===== src/atp_pkg.sv =====
// Package for the AT command parser: command tokens, opcodes, result kinds
// and the reply text. No dependencies; every module of the block imports it.
package atp_pkg;

    // Bound on the count of command text bytes that follow the header.
    localparam int BUF_DEPTH = 16;
    localparam int FILL_W    = $clog2(BUF_DEPTH + 1);

    // Only the first six command characters ever decide a match.
    localparam int TEXT_LEN  = 6;
    localparam int TEXT_AW   = $clog2(TEXT_LEN);

    // Command queue between the front and the back end.
    localparam int Q_DEPTH   = 4;
    localparam int Q_AW      = $clog2(Q_DEPTH);
    localparam int Q_CW      = $clog2(Q_DEPTH + 1);

    // Result kinds.
    localparam logic [1:0] KIND_CH    = 2'd0;
    localparam logic [1:0] KIND_ACK   = 2'd1;
    localparam logic [1:0] KIND_REPLY = 2'd2;

    // Command opcodes carried by the queue.
    localparam logic [1:0] OP_CH  = 2'd0;
    localparam logic [1:0] OP_ACK = 2'd1;
    localparam logic [1:0] OP_ASK = 2'd2;

    // ASCII characters used by the matcher.
    localparam logic [7:0] CHR_A     = 8'h41;
    localparam logic [7:0] CHR_T     = 8'h54;
    localparam logic [7:0] CHR_PLUS  = 8'h2B;
    localparam logic [7:0] CHR_C     = 8'h43;
    localparam logic [7:0] CHR_H     = 8'h48;
    localparam logic [7:0] CHR_K     = 8'h4B;
    localparam logic [7:0] CHR_EQ    = 8'h3D;
    localparam logic [7:0] CHR_QM    = 8'h3F;
    localparam logic [7:0] CHR_ZERO  = 8'h30;
    localparam logic [7:0] CHR_ONE   = 8'h31;

    // (d0-'0')*100 + (d1-'0')*10 + (d2-'0') mod 256 folds into +48.
    localparam logic [7:0] CH_BIAS   = 8'd48;

    // Reply sequence: "NOACK" "CH=" then three digits. Starting at index
    // two skips "NO" and gives "ACK".
    localparam int         REPLY_FIXED = 8;
    localparam logic [3:0] IDX_NOACK   = 4'd0;
    localparam logic [3:0] IDX_ACK     = 4'd2;
    localparam logic [3:0] IDX_LAST    = 4'd10;

    localparam logic [7:0] REPLY_TEXT [REPLY_FIXED] = '{
        8'h4E, 8'h4F, 8'h41, 8'h43, 8'h4B, 8'h43, 8'h48, 8'h3D
    };

    typedef struct packed {
        logic [1:0] op;
        logic [7:0] d0;
        logic [7:0] d1;
        logic [7:0] d2;
    } t_cmd;

endpackage


===== src/atp_front.sv =====
// Front end of the AT command parser: header matcher, command text capture
// and command classification. Depends on atp_pkg.
module atp_front (
    input  logic          i_clk,
    input  logic          i_rst_n,
    input  logic          i_accept,
    input  logic [7:0]    i_rx_byte,
    output logic          o_push,
    output atp_pkg::t_cmd o_cmd
);
    import atp_pkg::*;

    logic [1:0]        r_head_pos, n_head_pos;
    logic              r_in_cmd,   n_in_cmd;
    logic [FILL_W-1:0] r_fill,     n_fill;
    logic [7:0]        r_text [TEXT_LEN];
    logic [7:0]        n_text [TEXT_LEN];
    logic [7:0]        head_chr;
    logic              head_done;
    logic              ch_hit, ack_hit, ask_hit;

    always_comb begin
        case (r_head_pos)
            2'd0:    head_chr = CHR_A;
            2'd1:    head_chr = CHR_T;
            default: head_chr = CHR_PLUS;
        endcase
    end

    always_comb begin
        // The byte is stored first, with the count as it stood.
        for (int i = 0; i < TEXT_LEN; i++) begin
            n_text[i] = r_text[i];
        end
        n_fill = r_fill;
        if (r_in_cmd && r_fill < FILL_W'(BUF_DEPTH)) begin
            n_fill = r_fill + FILL_W'(1);
            if (r_fill < FILL_W'(TEXT_LEN)) begin
                n_text[r_fill[TEXT_AW-1:0]] = i_rx_byte;
            end
        end

        // Header matcher; a mismatch drops back without rechecking the byte.
        head_done  = 1'b0;
        n_head_pos = 2'd0;
        if (i_rx_byte == head_chr) begin
            if (r_head_pos == 2'd2) begin
                head_done = 1'b1;
            end else begin
                n_head_pos = r_head_pos + 2'd1;
            end
        end
        n_in_cmd = r_in_cmd;
        if (head_done) begin
            n_in_cmd = 1'b1;
            n_fill   = '0;
        end

        ch_hit  = n_in_cmd && n_fill >= FILL_W'(TEXT_LEN)
                  && n_text[0] == CHR_C && n_text[1] == CHR_H && n_text[2] == CHR_EQ;
        ack_hit = n_in_cmd && n_fill >= FILL_W'(TEXT_LEN)
                  && n_text[0] == CHR_A && n_text[1] == CHR_C
                  && n_text[2] == CHR_K && n_text[3] == CHR_EQ;
        ask_hit = n_in_cmd && n_fill >= FILL_W'(2)
                  && n_text[0] == CHR_QM && n_text[1] == CHR_EQ;

        o_push    = 1'b0;
        o_cmd.op  = OP_ASK;
        o_cmd.d0  = n_text[3];
        o_cmd.d1  = n_text[4];
        o_cmd.d2  = n_text[5];
        if (ch_hit) begin
            n_in_cmd = 1'b0;
            o_push   = i_accept;
            o_cmd.op = OP_CH;
        end else if (ack_hit) begin
            // An auto-ack value other than '0' or '1' ends the command silently.
            n_in_cmd = 1'b0;
            o_push   = i_accept && (n_text[4] == CHR_ONE || n_text[4] == CHR_ZERO);
            o_cmd.op = OP_ACK;
            o_cmd.d0 = {7'd0, n_text[4] == CHR_ONE};
        end else if (ask_hit) begin
            n_in_cmd = 1'b0;
            o_push   = i_accept;
        end
    end

    always_ff @(posedge i_clk) begin
        if (!i_rst_n) begin
            r_head_pos <= 2'd0;
            r_in_cmd   <= 1'b0;
            r_fill     <= '0;
        end else if (i_accept) begin
            r_head_pos <= n_head_pos;
            r_in_cmd   <= n_in_cmd;
            r_fill     <= n_fill;
        end
    end

    always_ff @(posedge i_clk) begin
        if (i_accept) begin
            for (int i = 0; i < TEXT_LEN; i++) begin
                r_text[i] <= n_text[i];
            end
        end
    end

endmodule


===== src/atp_queue.sv =====
// Short command queue between the front and the back end of the AT command
// parser. Depends on atp_pkg.
module atp_queue (
    input  logic          i_clk,
    input  logic          i_rst_n,
    input  logic          i_push,
    input  atp_pkg::t_cmd i_cmd,
    input  logic          i_pop,
    output logic          o_full,
    output logic          o_valid,
    output atp_pkg::t_cmd o_cmd
);
    import atp_pkg::*;

    t_cmd            r_mem [Q_DEPTH];
    logic [Q_AW-1:0] r_wr, r_rd;
    logic [Q_CW-1:0] r_count;
    logic            do_push, do_pop;

    assign o_full  = r_count == Q_CW'(Q_DEPTH);
    assign o_valid = r_count != '0;
    assign o_cmd   = r_mem[r_rd];
    assign do_push = i_push && !o_full;
    assign do_pop  = i_pop && o_valid;

    always_ff @(posedge i_clk) begin
        if (!i_rst_n) begin
            r_wr    <= '0;
            r_rd    <= '0;
            r_count <= '0;
        end else begin
            if (do_push) begin
                r_wr <= Q_AW'((int'(r_wr) + 1) % Q_DEPTH);
            end
            if (do_pop) begin
                r_rd <= Q_AW'((int'(r_rd) + 1) % Q_DEPTH);
            end
            if (do_push && !do_pop) begin
                r_count <= r_count + Q_CW'(1);
            end else if (do_pop && !do_push) begin
                r_count <= r_count - Q_CW'(1);
            end
        end
    end

    always_ff @(posedge i_clk) begin
        if (do_push) begin
            r_mem[r_wr] <= i_cmd;
        end
    end

endmodule


===== src/atp_back.sv =====
// Back end of the AT command parser: holds channel and auto-ack, executes
// queued commands and streams reply characters. Depends on atp_pkg.
module atp_back (
    input  logic          i_clk,
    input  logic          i_rst_n,
    input  logic          i_cmd_valid,
    input  atp_pkg::t_cmd i_cmd,
    output logic          o_pop,
    output logic          o_valid,
    input  logic          i_ready,
    output logic [1:0]    o_kind,
    output logic [7:0]    o_value,
    output logic          o_last
);
    import atp_pkg::*;

    logic [7:0]  r_channel;
    logic        r_auto_ack;
    logic        r_busy;
    logic [3:0]  r_idx;
    logic        r_valid;
    logic [1:0]  r_kind;
    logic [7:0]  r_value;
    logic        r_last;

    logic        out_free;
    logic [7:0]  new_ch;
    logic [3:0]  start_idx;
    logic [3:0]  cur_idx;
    logic [7:0]  cur_chr;
    logic [7:0]  rem;
    logic [14:0] prod;
    logic [3:0]  tens;
    logic [7:0]  ones;
    logic [7:0]  hund_chr, tens_chr, ones_chr;

    assign out_free  = !r_valid || i_ready;
    assign o_pop     = out_free && !r_busy && i_cmd_valid;
    assign new_ch    = 8'(i_cmd.d0 * 8'd100) + 8'(i_cmd.d1 * 8'd10) + i_cmd.d2 + CH_BIAS;
    assign start_idx = r_auto_ack ? IDX_ACK : IDX_NOACK;
    assign cur_idx   = r_busy ? r_idx : start_idx;

    // Decimal digits of the channel: compare for hundreds, reciprocal for tens.
    always_comb begin
        if (r_channel >= 8'd200) begin
            hund_chr = CHR_ZERO + 8'd2;
            rem      = r_channel - 8'd200;
        end else if (r_channel >= 8'd100) begin
            hund_chr = CHR_ONE;
            rem      = r_channel - 8'd100;
        end else begin
            hund_chr = CHR_ZERO;
            rem      = r_channel;
        end
        prod     = 15'(rem[6:0]) * 15'd205;
        tens     = prod[14:11];
        ones     = rem - 8'({4'd0, tens} * 8'd10);
        tens_chr = CHR_ZERO + {4'd0, tens};
        ones_chr = CHR_ZERO + ones;
    end

    always_comb begin
        case (cur_idx)
            4'd8:    cur_chr = hund_chr;
            4'd9:    cur_chr = tens_chr;
            4'd10:   cur_chr = ones_chr;
            default: cur_chr = REPLY_TEXT[cur_idx[2:0]];
        endcase
    end

    always_ff @(posedge i_clk) begin
        if (!i_rst_n) begin
            r_channel  <= 8'd2;
            r_auto_ack <= 1'b1;
            r_busy     <= 1'b0;
            r_idx      <= 4'd0;
            r_valid    <= 1'b0;
        end else if (out_free) begin
            if (r_busy) begin
                r_valid <= 1'b1;
                r_idx   <= r_idx + 4'd1;
                if (r_idx == IDX_LAST) begin
                    r_busy <= 1'b0;
                end
            end else if (i_cmd_valid) begin
                r_valid <= 1'b1;
                case (i_cmd.op)
                    OP_CH: begin
                        r_channel <= new_ch;
                    end
                    OP_ACK: begin
                        r_auto_ack <= i_cmd.d0[0];
                    end
                    default: begin
                        r_busy <= 1'b1;
                        r_idx  <= start_idx + 4'd1;
                    end
                endcase
            end else begin
                r_valid <= 1'b0;
            end
        end
    end

    always_ff @(posedge i_clk) begin
        if (out_free) begin
            if (r_busy) begin
                r_kind  <= KIND_REPLY;
                r_value <= cur_chr;
                r_last  <= r_idx == IDX_LAST;
            end else begin
                case (i_cmd.op)
                    OP_CH: begin
                        r_kind  <= KIND_CH;
                        r_value <= new_ch;
                        r_last  <= 1'b1;
                    end
                    OP_ACK: begin
                        r_kind  <= KIND_ACK;
                        r_value <= {7'd0, i_cmd.d0[0]};
                        r_last  <= 1'b1;
                    end
                    default: begin
                        r_kind  <= KIND_REPLY;
                        r_value <= cur_chr;
                        r_last  <= 1'b0;
                    end
                endcase
            end
        end
    end

    assign o_valid = r_valid;
    assign o_kind  = r_kind;
    assign o_value = r_value;
    assign o_last  = r_last;

endmodule


===== src/at_command_parser.sv =====
// Top level of the AT command parser: front end, command queue, back end.
// Depends on atp_pkg, atp_front, atp_queue and atp_back.
//
// The parser takes one received serial byte per beat and watches for the
// header "AT+". After the header it captures command text and, after every
// byte, tests for "CH=ddd" (sets the channel, digits unchecked, value taken
// mod 256), "ACK=b?" (sets auto-ack for '1', clears it for '0', anything
// else ends the command quietly) and "?=" (status reply). A match ends the
// command; a new header at any time restarts it. Channel and auto-ack reset
// to 2 and 1. Each event leaves as one result beat: kind 0 carries the new
// channel, kind 1 the new auto-ack flag, and kind 2 one reply character;
// a status reply is "ACK" or "NOACK", then "CH=", then three decimal digits,
// that is 9 or 11 beats, with o_last marking the final beat of each command.
// An input byte is classified in the cycle it is accepted, so bytes are
// taken back to back, one per cycle. Recognized commands wait in a
// four-entry queue; the back end drains them and emits one result beat per
// cycle while the output side is ready. The input stalls only when that
// queue is full. That happens when commands are recognized faster than
// their results drain: behind a stalled output, or when status requests
// follow each other closer than their 9 or 11 reply beats, since a request
// takes only five input bytes. There is no clearing pass after reset.
module at_command_parser (
    input  logic       i_clk,
    input  logic       i_rst_n,
    input  logic       i_valid,
    output logic       o_ready,
    input  logic [7:0] i_rx_byte,
    output logic       o_valid,
    input  logic       i_ready,
    output logic [1:0] o_kind,
    output logic [7:0] o_value,
    output logic       o_last
);
    import atp_pkg::*;

    logic  q_full;
    logic  q_valid;
    logic  cmd_push;
    logic  cmd_pop;
    logic  in_accept;
    t_cmd  push_cmd;
    t_cmd  head_cmd;

    // The front end never waits on anything but room in the queue.
    assign o_ready   = !q_full;
    assign in_accept = i_valid && o_ready;

    atp_front u_front (
        .i_clk     (i_clk),
        .i_rst_n   (i_rst_n),
        .i_accept  (in_accept),
        .i_rx_byte (i_rx_byte),
        .o_push    (cmd_push),
        .o_cmd     (push_cmd)
    );

    atp_queue u_queue (
        .i_clk   (i_clk),
        .i_rst_n (i_rst_n),
        .i_push  (cmd_push),
        .i_cmd   (push_cmd),
        .i_pop   (cmd_pop),
        .o_full  (q_full),
        .o_valid (q_valid),
        .o_cmd   (head_cmd)
    );

    atp_back u_back (
        .i_clk       (i_clk),
        .i_rst_n     (i_rst_n),
        .i_cmd_valid (q_valid),
        .i_cmd       (head_cmd),
        .o_pop       (cmd_pop),
        .o_valid     (o_valid),
        .i_ready     (i_ready),
        .o_kind      (o_kind),
        .o_value     (o_value),
        .o_last      (o_last)
    );

    // Channel and auto-ack results stand alone and always close their command.
    a_single_last : assert property (@(posedge i_clk) disable iff (!i_rst_n)
        o_valid && o_kind != KIND_REPLY |-> o_last)
        else $error("channel or auto-ack result without last");

    // Only the three defined kinds leave the block; auto-ack values are 0 or 1.
    a_kind_value : assert property (@(posedge i_clk) disable iff (!i_rst_n)
        o_valid |-> (o_kind == KIND_CH || o_kind == KIND_REPLY
                     || (o_kind == KIND_ACK && o_value[7:1] == 7'd0)))
        else $error("bad result kind or auto-ack value");

    // A reply streams without gaps: a taken non-final beat is followed by another.
    a_reply_stream : assert property (@(posedge i_clk) disable iff (!i_rst_n)
        o_valid && i_ready && !o_last |=> o_valid && o_kind == KIND_REPLY)
        else $error("gap or wrong kind inside a reply");

    // A queued command is never pushed into a full queue.
    a_no_overflow : assert property (@(posedge i_clk) disable iff (!i_rst_n)
        cmd_push |-> !q_full)
        else $error("command pushed into a full queue");

endmodule


===== config.mk =====
export PLATFORM = sky130hd
export DESIGN_NAME = at_command_parser
export DESIGN_NICKNAME = d
export VERILOG_FILES = /design/src/atp_pkg.sv /design/src/atp_front.sv /design/src/atp_queue.sv /design/src/atp_back.sv /design/src/at_command_parser.sv
export SDC_FILE = /design/constraint.sdc
export NUM_CORES = 1
export LEC_CHECK = 0
export BUFFER_PORTS_ARGS = -buffer_cell sky130_fd_sc_hd__buf_2
export CORE_MARGIN = 2
export CORE_UTILIZATION = 36
export CTS_CLUSTER_DIAMETER = 50
export CTS_CLUSTER_SIZE = 20
export DETAILED_ROUTE_END_ITERATION = 10
export PLACE_DENSITY = 0.61
export SETUP_SLACK_MARGIN = 0.2
export SLEW_MARGIN = 10
export SYNTH_ARGS = -nofsm -noshare
export SYNTH_HDL_FRONTEND = slang
export SYNTH_HIERARCHICAL = 1
export SYNTH_SLANG_ARGS = --single-unit
export TNS_END_PERCENT = 10

===== constraint.sdc =====
create_clock -name i_clk -period 9.04 [get_ports i_clk]
set_clock_uncertainty 0.2 [all_clocks]
set_input_delay 1.356 -clock i_clk [delete_from_list [all_inputs] [get_ports i_clk]]
set_output_delay 1.356 -clock i_clk [all_outputs]
set_load 0.05 [all_outputs]

=== After elaboration in Yosys (flattened, before gate mapping) ===
Memories as Yosys holds them, arrays and structs flattened. A register that Yosys moved wholly into a read port is not among the register bits.
Cells that the tools add are included.

* Register bits: 41
* Bits in writable memories: 152
* ROM bits: 64
* Bits of input ports: 12
* Output and inout port bits: 13
* Logic and storage cells: 160
* Memories: 3

{| class="wikitable"
|+ Memories
! memory !! words !! width !! rd ports !! clocked after Yosys merged registers in !! write ports !! RTL line !! source
|-
| u_queue.r_mem || 4 || 26 || 1 || 1 || 1 || atp_queue.sv:15 || <nowiki>t_cmd r_mem [Q_DEPTH];</nowiki>
|-
| (name not given) || 8 || 8 || 1 || 0 || 0 || atp_back.sv:67 || <nowiki>default: cur_chr = REPLY_TEXT[cur_idx[2:0]];</nowiki>
|-
| u_front.r_text || 6 || 8 || 6 || 0 || 6 || atp_front.sv:16 || <nowiki>logic [7:0] r_text [TEXT_LEN];</nowiki>
|}

* Add/sub/neg operators: 16
* $mul: 4
* Magnitude comparators: 9
* Equal/unequal tests: 21
* Muxes and demuxes: 53
* Bitwise logic cells: 3
* Reduce and logical (&&, ||, !) cells: 37

{| class="wikitable"
|+ Operator list
! cell !! count
|-
| $mux W48 || 2
|-
| $mux W8 || 8
|-
| $bwmux W48 || 1
|-
| $eq A8 B6 Y1 const B || 6
|-
| $eq A8 B7 Y1 const B || 5
|-
| $demux W8 S3 || 1
|-
| $pmux W8 S3 || 1
|-
| $mux W1 || 22
|-
| $logic_and A1 B1 Y1 || 21
|-
| $add A8 B8 Y8 || 2
|-
| $eq A4 B4 Y1 const B || 4
|-
| $mux W4 || 4
|-
| $pmux W8 S2 || 1
|-
| $mul A7 B8 Y15 const B || 1
|-
| $pmux W7 S2 || 1
|-
| $mux W2 || 6
|-
| $mux W10 || 1
|-
| $mux W5 || 2
|-
| $add A4 B1 Y4 const B || 2
|-
| $add A6 B8 Y8 const A || 1
|-
| $add A8 B6 Y8 const B || 1
|-
| $eq A8 B7 Y1 || 1
|-
| $ge A4 B4 Y1 const B || 2
|-
| $ge A8 B7 Y1 const B || 1
|-
| 33 further kinds || 46
|}

=== Longest topological paths before layout ===
Gate-level depths: netlist (run 1).

* Depth in word-level cells: 20
* Depth in mapped cells: 35
* Mapped depth without buffers: 35

=== By module ===
Netlist (run 1), hierarchy kept.

{| class="wikitable"
|+ Modules (own cells, without submodules)
! module !! times used !! cells an instance !! area an instance (µm²) !! seq. area each (µm²)
|-
| atp_queue || 1 || 184 || 4287.9 || 3303.2
|-
| atp_back || 1 || 418 || 3626.0 || 630.6
|-
| atp_front || 1 || 306 || 3493.4 || 1601.5
|-
| at_command_parser || 1 || 2 || 10.0 || 0.0
|}

=== Least setup slack after synthesis (run 1) ===
Ideal clock, no wire load.

* Path type: reg2reg
* From: register u_back.r_channel[2]
* To: register u_back.r_value[7], in the netlist u_back/o_value[7] (data pin)
* Setup time: 0.259 ns
* Data arrival time: 6.851 ns
* Required time: 8.581 ns
* Path slack: 1.729 ns
* Stages on the path, launching flop included: 33
* Path buffers: 0
* Clock period less this slack: 7.311 ns
* Cell sequence: dfxtp_1 ha_1 nor3b_1 o31a_1 nand2_1 o21ai_0 xor2_1 ha_1 inv_1 fa_1 inv_1 ha_1 inv_1 fa_1 inv_1 ha_1 a21oi_1 a21oi_1 nand4_1 o31ai_2 o31a_1 or3_1 and2_1 ha_1 ha_1 fa_1 xnor2_1 ha_1 a21o_1 a21oi_1 xnor2_1 o22a_1 nand3_1

* Cells in the longest elaborated chain, start to end: 10
* Elaborated cells on any way between the ends: 13

{| class="wikitable"
|+ RTL lines
! item !! RTL line !! source
|-
| start: declaration || atp_back.sv:17 || <nowiki>logic [7:0] r_channel;</nowiki>
|-
| start signal: assignment || atp_back.sv:89 || <nowiki>r_channel <= new_ch;</nowiki>
|-
| $sub A8 B7 Y8 / $ge A8 B7 Y1 (equally long branches) || atp_back.sv:50, atp_back.sv:48 ||
|-
| $mux W8 || atp_back.sv:48 || <nowiki>end else if (r_channel >= 8'd100) begin</nowiki>
|-
| $mux W8 * || atp_back.sv:45 || <nowiki>if (r_channel >= 8'd200) begin</nowiki>
|-
| $mul A7 B8 Y15 || atp_back.sv:55 || <nowiki>prod = 15'(rem[6:0]) * 15'd205;</nowiki>
|-
| $mul A4 B3 Y7 || atp_back.sv:57 || <nowiki>ones = rem - 8'({4'd0, tens} * 8'd10);</nowiki>
|-
| $sub A8 B8 Y8 * || atp_back.sv:57 ||
|-
| $add A6 B8 Y8 * || atp_back.sv:59 || <nowiki>ones_chr = CHR_ZERO + ones;</nowiki>
|-
| $pmux W8 S3 * || atp_back.sv:63 || <nowiki>case (cur_idx)</nowiki>
|-
| $pmux W8 S2 || atp_back.sv:112 || <nowiki>case (i_cmd.op)</nowiki>
|-
| $mux W8 * || atp_back.sv:107 || <nowiki>if (r_busy) begin</nowiki>
|-
| end signal: assignment || atp_back.sv:109 || <nowiki>r_value <= cur_chr;</nowiki>
|-
| end signal: assignment || atp_back.sv:115 || <nowiki>r_value <= new_ch;</nowiki>
|-
| end signal: assignment || atp_back.sv:120 || <nowiki>r_value <= {7'd0, i_cmd.d0[0]};</nowiki>
|-
| end: declaration || atp_back.sv:23 || <nowiki>logic [7:0] r_value;</nowiki>
|}

Mark *: on every way between the ends. The rest lies on a longest branch, timed or not.
A chain may end at the register's enable or synchronous reset.

=== Final worst setup path (run 1) ===
Same ends and word-level chain as after synthesis.

==> flow_metrics.tcl, run 1 <==
set metrics [dict create \
    status "finished, final reports clean" \
    core-area_mm2 0.0298 \
    hold_ws_ns 0.300 \
    fin_area_mm2 0.0119 \
    cp.required_ns 9.03 \
    postCtsHoldBufs 0 \
    p_per_area_mw_per_mm2 146 \
    drt-total-wl_um 21900 \
    grt_pass1_vias 6730 \
    finalNetCount 999 \
    syn_nets 1003 \
    drv_slew 0 \
    grt_overflow 0 \
    num-fill-cells 2847 \
    initial_utilization_pct 36.8 \
    first_iter_violations 541 \
    cp_data_arrival_time_ns 7.90 \
    syn_to_final_growth_pct 8.35 \
    vdd_ir_drop_max_uv 119 \
    top_layer_used "met4" \
    diodes 0 \
    cts.sinks 183 \
    setup_tns_ns 0 \
    mappedNetlistArea_mm2 0.0110 \
    slew_headroom_pct 47.3 \
    cts_buffer_depth 2 \
    crit_top_cell "ha_1" \
    multiInputGateArea_mm2 0.00518 \
    die-area_mm2 0.0318 \
    rsz0062_at_grt "no" \
    finalHoldViolCount 0 \
    via_count 6674 \
    die_x_um 178 \
    wl_met2_um 10800 \
    root_buffer "clkbuf_16" \
    drc_errors 0 \
    final-setup-viol-count 0 \
    total_power_uw 1730 \
    seq_area_mm2 0.00517 \
    crit_path_end_kind "register" \
    cp-start-kind "register" \
    cts_resized 0 \
    final_cells 1291 \
    grt_max_degree 60 \
    port_buffers 24 \
    max_stage_delay_ns 0.49 \
    final_antenna_net_count 0 \
    cts_setup_buffers 0 \
    avgSynthCellArea_um2 12.3 \
    yosys_warnings 6 \
    grt_use_total_pct 14.6 \
    pin_count 25 \
    drv_cap 0 \
    drt-met1-wl_um 10200 \
    cts_inserted_buffers 17 \
    critPathSlowestCell "dfxtp_1" \
    tightest_slew_ns 0.790 \
    place_area_mm2 0.0113 \
    die_h_um 178 \
    tritoncts "yes" \
    min_path_type "reg2reg" \
    clk_latency_ns 0.44 \
    wl_per_cell_um 17.0 \
    drive_gt1_share_pct 17.1 \
    place.gp.congestion 0.808 \
    fin_crit_sh_pct 87.5 \
    period_needed_ns 7.91 \
    dr.pass1.iters 5 \
    syn_inst 892 \
    path_clk_slew_ns 0.07 \
    viasPerCell 5.17 \
    p_leak_uw 0.00458 \
    worstSetupPathType "reg2reg" \
    fmax_mhz 126 \
    rows 63 \
    wl_met3_um 743 \
    place_inst 1259 \
    cp_max_fo 7 \
    cts-htree-levels 4 \
    hpwl_um 15400 \
    grt_pass1_wl_um 36100 \
    antenna_found_initial 0 \
]
-- per-layer routing --
metal	GRT usage, %	vias to the layer above
met2	24.7	123
met5	0	-
met1	19.2	3265
li1	-	3271
met4	4.07	0
met3	2.43	15
-- final timing paths --
path                            cells past startpoint             endpoint  slack, ns                 from
worst max-delay path                               29    u_back/o_value[7]       1.13  u_back/r_channel[2]
worst min-delay path                                2  u_back/r_channel[3]       0.30  u_back/r_channel[3]
worst max register to register                     29    u_back/o_value[7]       1.13  u_back/r_channel[2]
worst min register to register                      2  u_back/r_channel[3]       0.30  u_back/r_channel[3]
-- area by class of cell --
type	instances	area share, %
multi-input combinational	587	43.6
sequential	183	43.6
tap	390	4.11
clock buffer	17	3.58
inverter	67	2.12
timing repair buffer	32	1.52
clock inverter	15	1.44
-- state kept, by name (all words and copies together), names as in the netlist, named ones only --
signal and cells:
u_back/r_auto_ack 1, u_back/o_valid 1, u_front/r_fill 5, u_queue/r_rd 2, u_front/r_head_pos 2, u_queue/r_wr 2, u_front/r_text 48, u_back/r_busy 1
u_back/o_last 1, u_queue/r_count 3, u_back/r_idx 4, u_queue/r_mem 92, u_back/o_kind 2, u_front/r_in_cmd 1, u_back/r_channel 8, u_back/o_value 8
-- power breakdown --
part           leakage (µW)  switching [µW]  internal, µW  total (µW)
registers           0.00168            5.81           923         929
logic               0.00261            30.5          16.7        47.2
clock network      0.000287             338           414         751
-- stage by stage --
step	worst slack [ns]	utilization (%)
6_report	1.13	39.8
5_1_grt	0.529	39.8
4_1_cts	1.12	39.8
3_5_place_dp	1.16	37.8
3_3_place_gp	1.35	37.8
2_1_floorplan	1.73	-
-- layout by cell type (no fill, tap or decap), types with 24 or more instances in the layout --
cell type,instances
inv_1,67
buf_2,24
mux2_2,45
ha_1,81
edfxtp_1,151
xnor2_1,26
dfxtp_1,32
nand2_1,61
a21oi_1,27
nor2_1,35
-- worst max-delay path, delay by kind of cell, from the launching register on --
kind | cells | cell delay, ns
adders and majority gates | 10 | 2.99
AOI/OAI and AO/OA | 8 | 1.74
xor gates and xnor gates | 3 | 0.62
DFF | 1 | 0.49
buffers and inverters | 1 | 0.15
and+or+nand+nor | 7 | 1.47
Power figures use the tool's default switching activity.
==> inputs of run 2 (changes only) <==
--- a/config.mk
+++ b/config.mk
@@ -5,13 +5,14 @@
 export SDC_FILE = /design/constraint.sdc
 export NUM_CORES = 1
 export LEC_CHECK = 0
-export BUFFER_PORTS_ARGS = -buffer_cell sky130_fd_sc_hd__buf_2
+export ABC_AREA = 1
 export CORE_MARGIN = 2
 export CORE_UTILIZATION = 36
 export CTS_CLUSTER_DIAMETER = 50
 export CTS_CLUSTER_SIZE = 20
 export DETAILED_ROUTE_END_ITERATION = 10
-export PLACE_DENSITY = 0.61
+export DONT_BUFFER_PORTS = 1
+export PLACE_DENSITY = 0.6
 export SETUP_SLACK_MARGIN = 0.2
 export SLEW_MARGIN = 10
 export SYNTH_ARGS = -nofsm -noshare
==> flow_metrics.tcl, run 2 <==
set metrics [dict create \
    status "finished, final reports clean" \
    via_count 8196 \
    syn_to_final_growth_pct 7.64 \
    crit_top_cell "ha_1" \
    syn_inst 1265 \
    place_inst 1627 \
    p_leak_uw 0.00524 \
    wl_per_cell_um 15.0 \
    cp-start-kind "register" \
    layout_common_cells "231 x nand2_1, 182 x inv_1, 151 x edfxtp_1" \
    pwr-share-seq_pct 53.5 \
    fin_crit_sh_pct 84.9 \
    tritoncts "yes" \
    root_buffer "clkbuf_16" \
    switchingPower_uw 423 \
    grt_use_total_pct 15.4 \
    top_regs "u_queue/r_mem: 92 flops, u_front/r_text: 48 flops" \
    diodes 0 \
    cts_setup_buffers 0 \
    clk_latency_ns 0.44 \
    die-area_mm2 0.0329 \
    cts_buffer_depth 2 \
    core-area_mm2 0.0308 \
    grt_util_met2_pct 26.4 \
    final_antenna_net_count 0 \
    avgSynthCellArea_um2 8.96 \
    postCtsHoldBufs 0 \
    fmax_mhz 130 \
    cp.required_ns 9.03 \
    use_met3_pct 2.39 \
    period_needed_ns 7.68 \
    finalHoldViolCount 0 \
    drt-total-wl_um 24900 \
    slew_headroom_pct 37.3 \
    cts.sinks 183 \
    cts_resized 0 \
    viasPerCell 4.94 \
    mappedNetlistArea_mm2 0.0113 \
    grt_overflow 0 \
    path_delay_family "adder cells" \
    p_per_area_mw_per_mm2 142 \
    critPathSlowestCell "fa_1" \
    hold_ws_ns 0.309 \
    finalNetCount 1361 \
    p_int_uw 1310 \
    drc_errors 0 \
    final_common_cell "nand2_1" \
    initial_utilization_pct 36.8 \
    max_stage_delay_ns 0.50 \
    clkPwrFrac_pct 42.8 \
    place.gp.congestion 0.877 \
    grt_pass1_wl_um 40200 \
    cts_inserted_buffers 17 \
    fin_util_pct 39.6 \
    num-fill-cells 2994 \
    vdd_ir_drop_max_uv 131 \
    grt_max_degree 63 \
    cts-htree-levels 4 \
    yosys_warnings 6 \
    dr.pass1.iters 5 \
    drv_cap 0 \
    port_buffers 0 \
    min_path_type "reg2reg" \
    path_clk_slew_ns 0.07 \
    fin_area_mm2 0.0122 \
    setup_tns_ns 0 \
    tightest_slew_ns 0.937 \
    first_iter_violations 612 \
    antenna_found_initial 0 \
    cp_data_arrival_time_ns 7.67 \
    hpwl_um 18000 \
    largest_reg_flops 92 \
    crit_path_end_kind "register" \
    rsz0062_at_grt "no" \
    pin_count 25 \
    final-setup-viol-count 0 \
    drive_gt1_share_pct 9.03 \
    comb_power_share_pct 3.8 \
    rows 64 \
    regMostFlops "u_queue/r_mem" \
    swShare_pct 24.3 \
    grt_pass1_vias 7940 \
    grt_use_met1_pct 19.9 \
    place_area_mm2 0.0116 \
    final_cells 1659 \
    grt-busiest-layer "met2" \
    worstSetupPathType "reg2reg" \
    crit_buf_inv 7 \
    die_x_um 181 \
    syn_nets 1376 \
    drv_slew 0 \
    die_h_um 181 \
    cp_max_fo 7 \
]
-- run 2: power groups by stage --
| stage | Clock, µW | Combinational (µW) | Sequential, µW |
|---|---|---|---|
| after floorplan | 0 | 54.6 | 947 |
| after global placement | 0 | 65.2 | 948 |
| after detailed placement | 0 | 65.6 | 948 |
| after CTS | 758 | 66.0 | 929 |
| after global routing | 786 | 74.7 | 930 |
| final | 743 | 65.9 | 929 |
-- run 2: path summary, 6_finish.rpt --
path / startpoint / end / slack, ns / depth (start not counted)
setup / recovery: u_back/r_channel[3] / u_back/o_value[7] / 1.36 / 36
hold / removal: u_queue/r_rd[1] / u_queue/r_rd[1] / 0.31 / 2
setup reg to reg: u_back/r_channel[3] / u_back/o_value[7] / 1.36 / 36
hold reg to reg: u_queue/r_rd[1] / u_queue/r_rd[1] / 0.31 / 2
-- run 2: per-layer routing --
layer | vias up | part of all wire [%]
met2 | 148 | 48
li1 | 4148 | -
met5 | - | 0
met1 | 3869 | 47
met3 | 31 | 3.9
met4 | 0 | 1.6
-- run 2: final cells by class --
cell class	count	area [µm²]	area share [%]
clock inverter	15	178	1.46
tap	396	495	4.06
clock buffer	17	425	3.49
inverter	192	727	5.96
multi-input combinational	849	5150	42.2
timing repair buffer	7	52.6	0.431
sequential	183	5170	42.4
-- run 2: stage by stage --
step	setup slack, ns	power, µW
6_report	1.36	1740
5_1_grt	0.785	1790
4_1_cts	1.34	1750
3_5_place_dp	1.38	1010
3_3_place_gp	1.52	1010
2_1_floorplan	1.90	1000
-- run 2: worst reg2reg max path, delay by kind of cell, from the launching register on --
family                     cells  cell delay (ns)
xor gates and xnor gates       5             1.10
buffers and inverters          7             0.53
DFF                            1             0.33
adders and majority gates     11             3.59
AOI/OAI and AO/OA              5             0.94
and+or+nand+nor                8             0.73
==> inputs of run 3 (changes only) <==
--- a/config.mk
+++ b/config.mk
@@ -12,7 +12,7 @@
 export CTS_CLUSTER_SIZE = 20
 export DETAILED_ROUTE_END_ITERATION = 10
 export DONT_BUFFER_PORTS = 1
-export PLACE_DENSITY = 0.6
+export PLACE_DENSITY = 0.62
 export SETUP_SLACK_MARGIN = 0.2
 export SLEW_MARGIN = 10
 export SYNTH_ARGS = -nofsm -noshare
==> constraint.sdc (replaced) <==
create_clock -name i_clk -period 6.5 [get_ports i_clk]
set_clock_uncertainty 0.2 [all_clocks]
set_input_delay 0.975 -clock i_clk [delete_from_list [all_inputs] [get_ports i_clk]]
set_output_delay 0.975 -clock i_clk [all_outputs]
set_load 0.05 [all_outputs]
==> flow_metrics.tcl, run 3 (synthesized netlist as in run 2, its figures left out) <==
set metrics [dict create \
    core-area_mm2 0.0308 \
    drive_gt1_share_pct 20.8 \
    hpwl_um 18500 \
    period_needed_ns 6.72 \
    clk_latency_ns 0.43 \
    drt-total-wl_um 26500 \
    die-area_mm2 0.0329 \
    fmax_mhz 149 \
    worstSetupPathType "reg2reg" \
    status "finished with violations" \
    p_leak_uw 0.00573 \
    largest_reg_flops 92 \
    postCtsHoldBufs 0 \
    grt_use_total_pct 16.0 \
    p_per_area_mw_per_mm2 177 \
    cp-start-kind "register" \
    rsz0062_at_grt "yes" \
    initial_utilization_pct 36.8 \
    diodes 0 \
    clkPwrFrac_pct 41.7 \
    drv_slew 0 \
    setup_tns_ns -0.499 \
    grt_max_degree 63 \
    p_int_uw 1810 \
    vdd_ir_drop_max_uv 188 \
    place.gp.congestion 0.888 \
    cts.sinks 183 \
    grt_pass1_vias 8326 \
    final_common_cell "nand2_1" \
    fin_crit_sh_pct 103 \
    cp_data_arrival_time_ns 6.70 \
    drv_cap 0 \
    pin_count 25 \
    worst_slack_ns -0.215 \
    critPathSlowestCell "fa_2" \
    top_regs "u_queue/r_mem: 92 flops, u_front/r_text: 48 flops" \
    finalNetCount 1457 \
    cp_max_fo 5 \
    slew_headroom_pct 34.9 \
    first_iter_violations 553 \
    cts-htree-levels 4 \
    min_path_type "reg2reg" \
    antenna_found_initial 0 \
    die_x_um 181 \
    grt_overflow 0 \
    path_clk_slew_ns 0.07 \
    via_count 8658 \
    max_stage_delay_ns 0.57 \
    cts_buffer_depth 2 \
    regMostFlops "u_queue/r_mem" \
    hold_ws_ns 0.293 \
    crit_path_end_kind "register" \
    final-setup-viol-count 4 \
    violations "negative setup slack" \
    tritoncts "yes" \
    finalHoldViolCount 0 \
    switchingPower_uw 559 \
    comb_power_share_pct 3.9 \
    pwr-share-seq_pct 54.4 \
    swShare_pct 23.6 \
    dr.pass1.iters 6 \
    grt_pass1_wl_um 42100 \
    syn_to_final_growth_pct 18.1 \
    final_antenna_net_count 0 \
    cts_inserted_buffers 17 \
    drc_errors 0 \
    port_buffers 0 \
    wl_per_cell_um 15.1 \
    rows 64 \
    viasPerCell 4.94 \
    tightest_slew_ns 0.973 \
    layout_common_cells "222 x nand2_1, 170 x inv_1, 151 x edfxtp_1" \
    cp.required_ns 6.49 \
    die_h_um 181 \
    root_buffer "clkbuf_16" \
]
run 3: cell count changes in the layout (fill, tap and decap cells not counted), sizes merged:
| cell | previous run | this run |
|---|---|---|
| buf | 7 | 103 |
| clkinvlp | 1 | 0 |
| inv | 197 | 198 |
| clkinv | 9 | 8 |
run 3: final timing paths:
| kind | start | endpoint | slack (ns) | cells after the start |
|---|---|---|---|---|
| setup / recovery | u_back/r_channel[2] | u_back/o_value[7] | -0.22 | 37 |
| hold / removal | u_back/r_auto_ack | u_back/r_auto_ack | 0.29 | 2 |
| setup reg to reg | u_back/r_channel[2] | u_back/o_value[7] | -0.22 | 37 |
| hold reg to reg | u_back/r_auto_ack | u_back/r_auto_ack | 0.29 | 2 |
run 3: area by class of cell:
cell class / count / area (µm²)
Multi-Input combinational cell: 849 / 5610
Clock buffer: 17 / 425
Fill cell: 2920 / 17400
Inverter: 192 / 734
Sequential cell: 183 / 5180
Tap cell: 396 / 495
Clock inverter: 14 / 135
Timing Repair Buffer: 103 / 811
run 3: critical path, delay by kind of cell, from the launching register on:
family	cells	cell delay, ns
adder cells (fa/ha/maj)	10	3.19
flip-flops	1	0.36
AND/OR/NAND/NOR	11	0.90
AO/OA/AOI/OAI	6	0.81
XOR/XNOR	3	0.44
buffers and inverters	7	0.56
run 3: per-stage QoR:
step                total power, µW  setup WS [ns]  instance area (µm²)  std cells  util, %
finish                         2370         -0.215                13400       1754     43.4
detailed placement             1410         -0.335                12200       1696     39.6
global placement               1410         -0.222                12200       1696     39.6
global route                   2450         -0.544                13400       1754     43.4
CTS                            2390         -0.201                13100       1750     42.6
floorplan                      1390        -0.0815                11400       1265        -
run 3: routing by layer:
layer	GRT usage, %	routed length [µm]	vias up
met2	27.4	13000	181
met3	2.77	1270	38
met1	20.8	11700	4090
li1	-	-	4349
met5	0	0	-
met4	4.72	456	0
run 3: what timing repair did:
item	CTS	global route
endpoints found under the setup margin	4	6
gates resized for setup	34	44
pin swaps	23	21
buffers inserted	23	4
run 3: power groups by stage:
| stage | Sequential, µW | Combinational [µW] | Clock [µW] |
|---|---|---|---|
| finish | 1290 | 91.7 | 990 |
| global route | 1290 | 103 | 1060 |
| CTS | 1290 | 91.4 | 1010 |
| detailed placement | 1320 | 90.9 | 0 |
| global placement | 1320 | 89.4 | 0 |
| floorplan | 1320 | 76.0 | 0 |
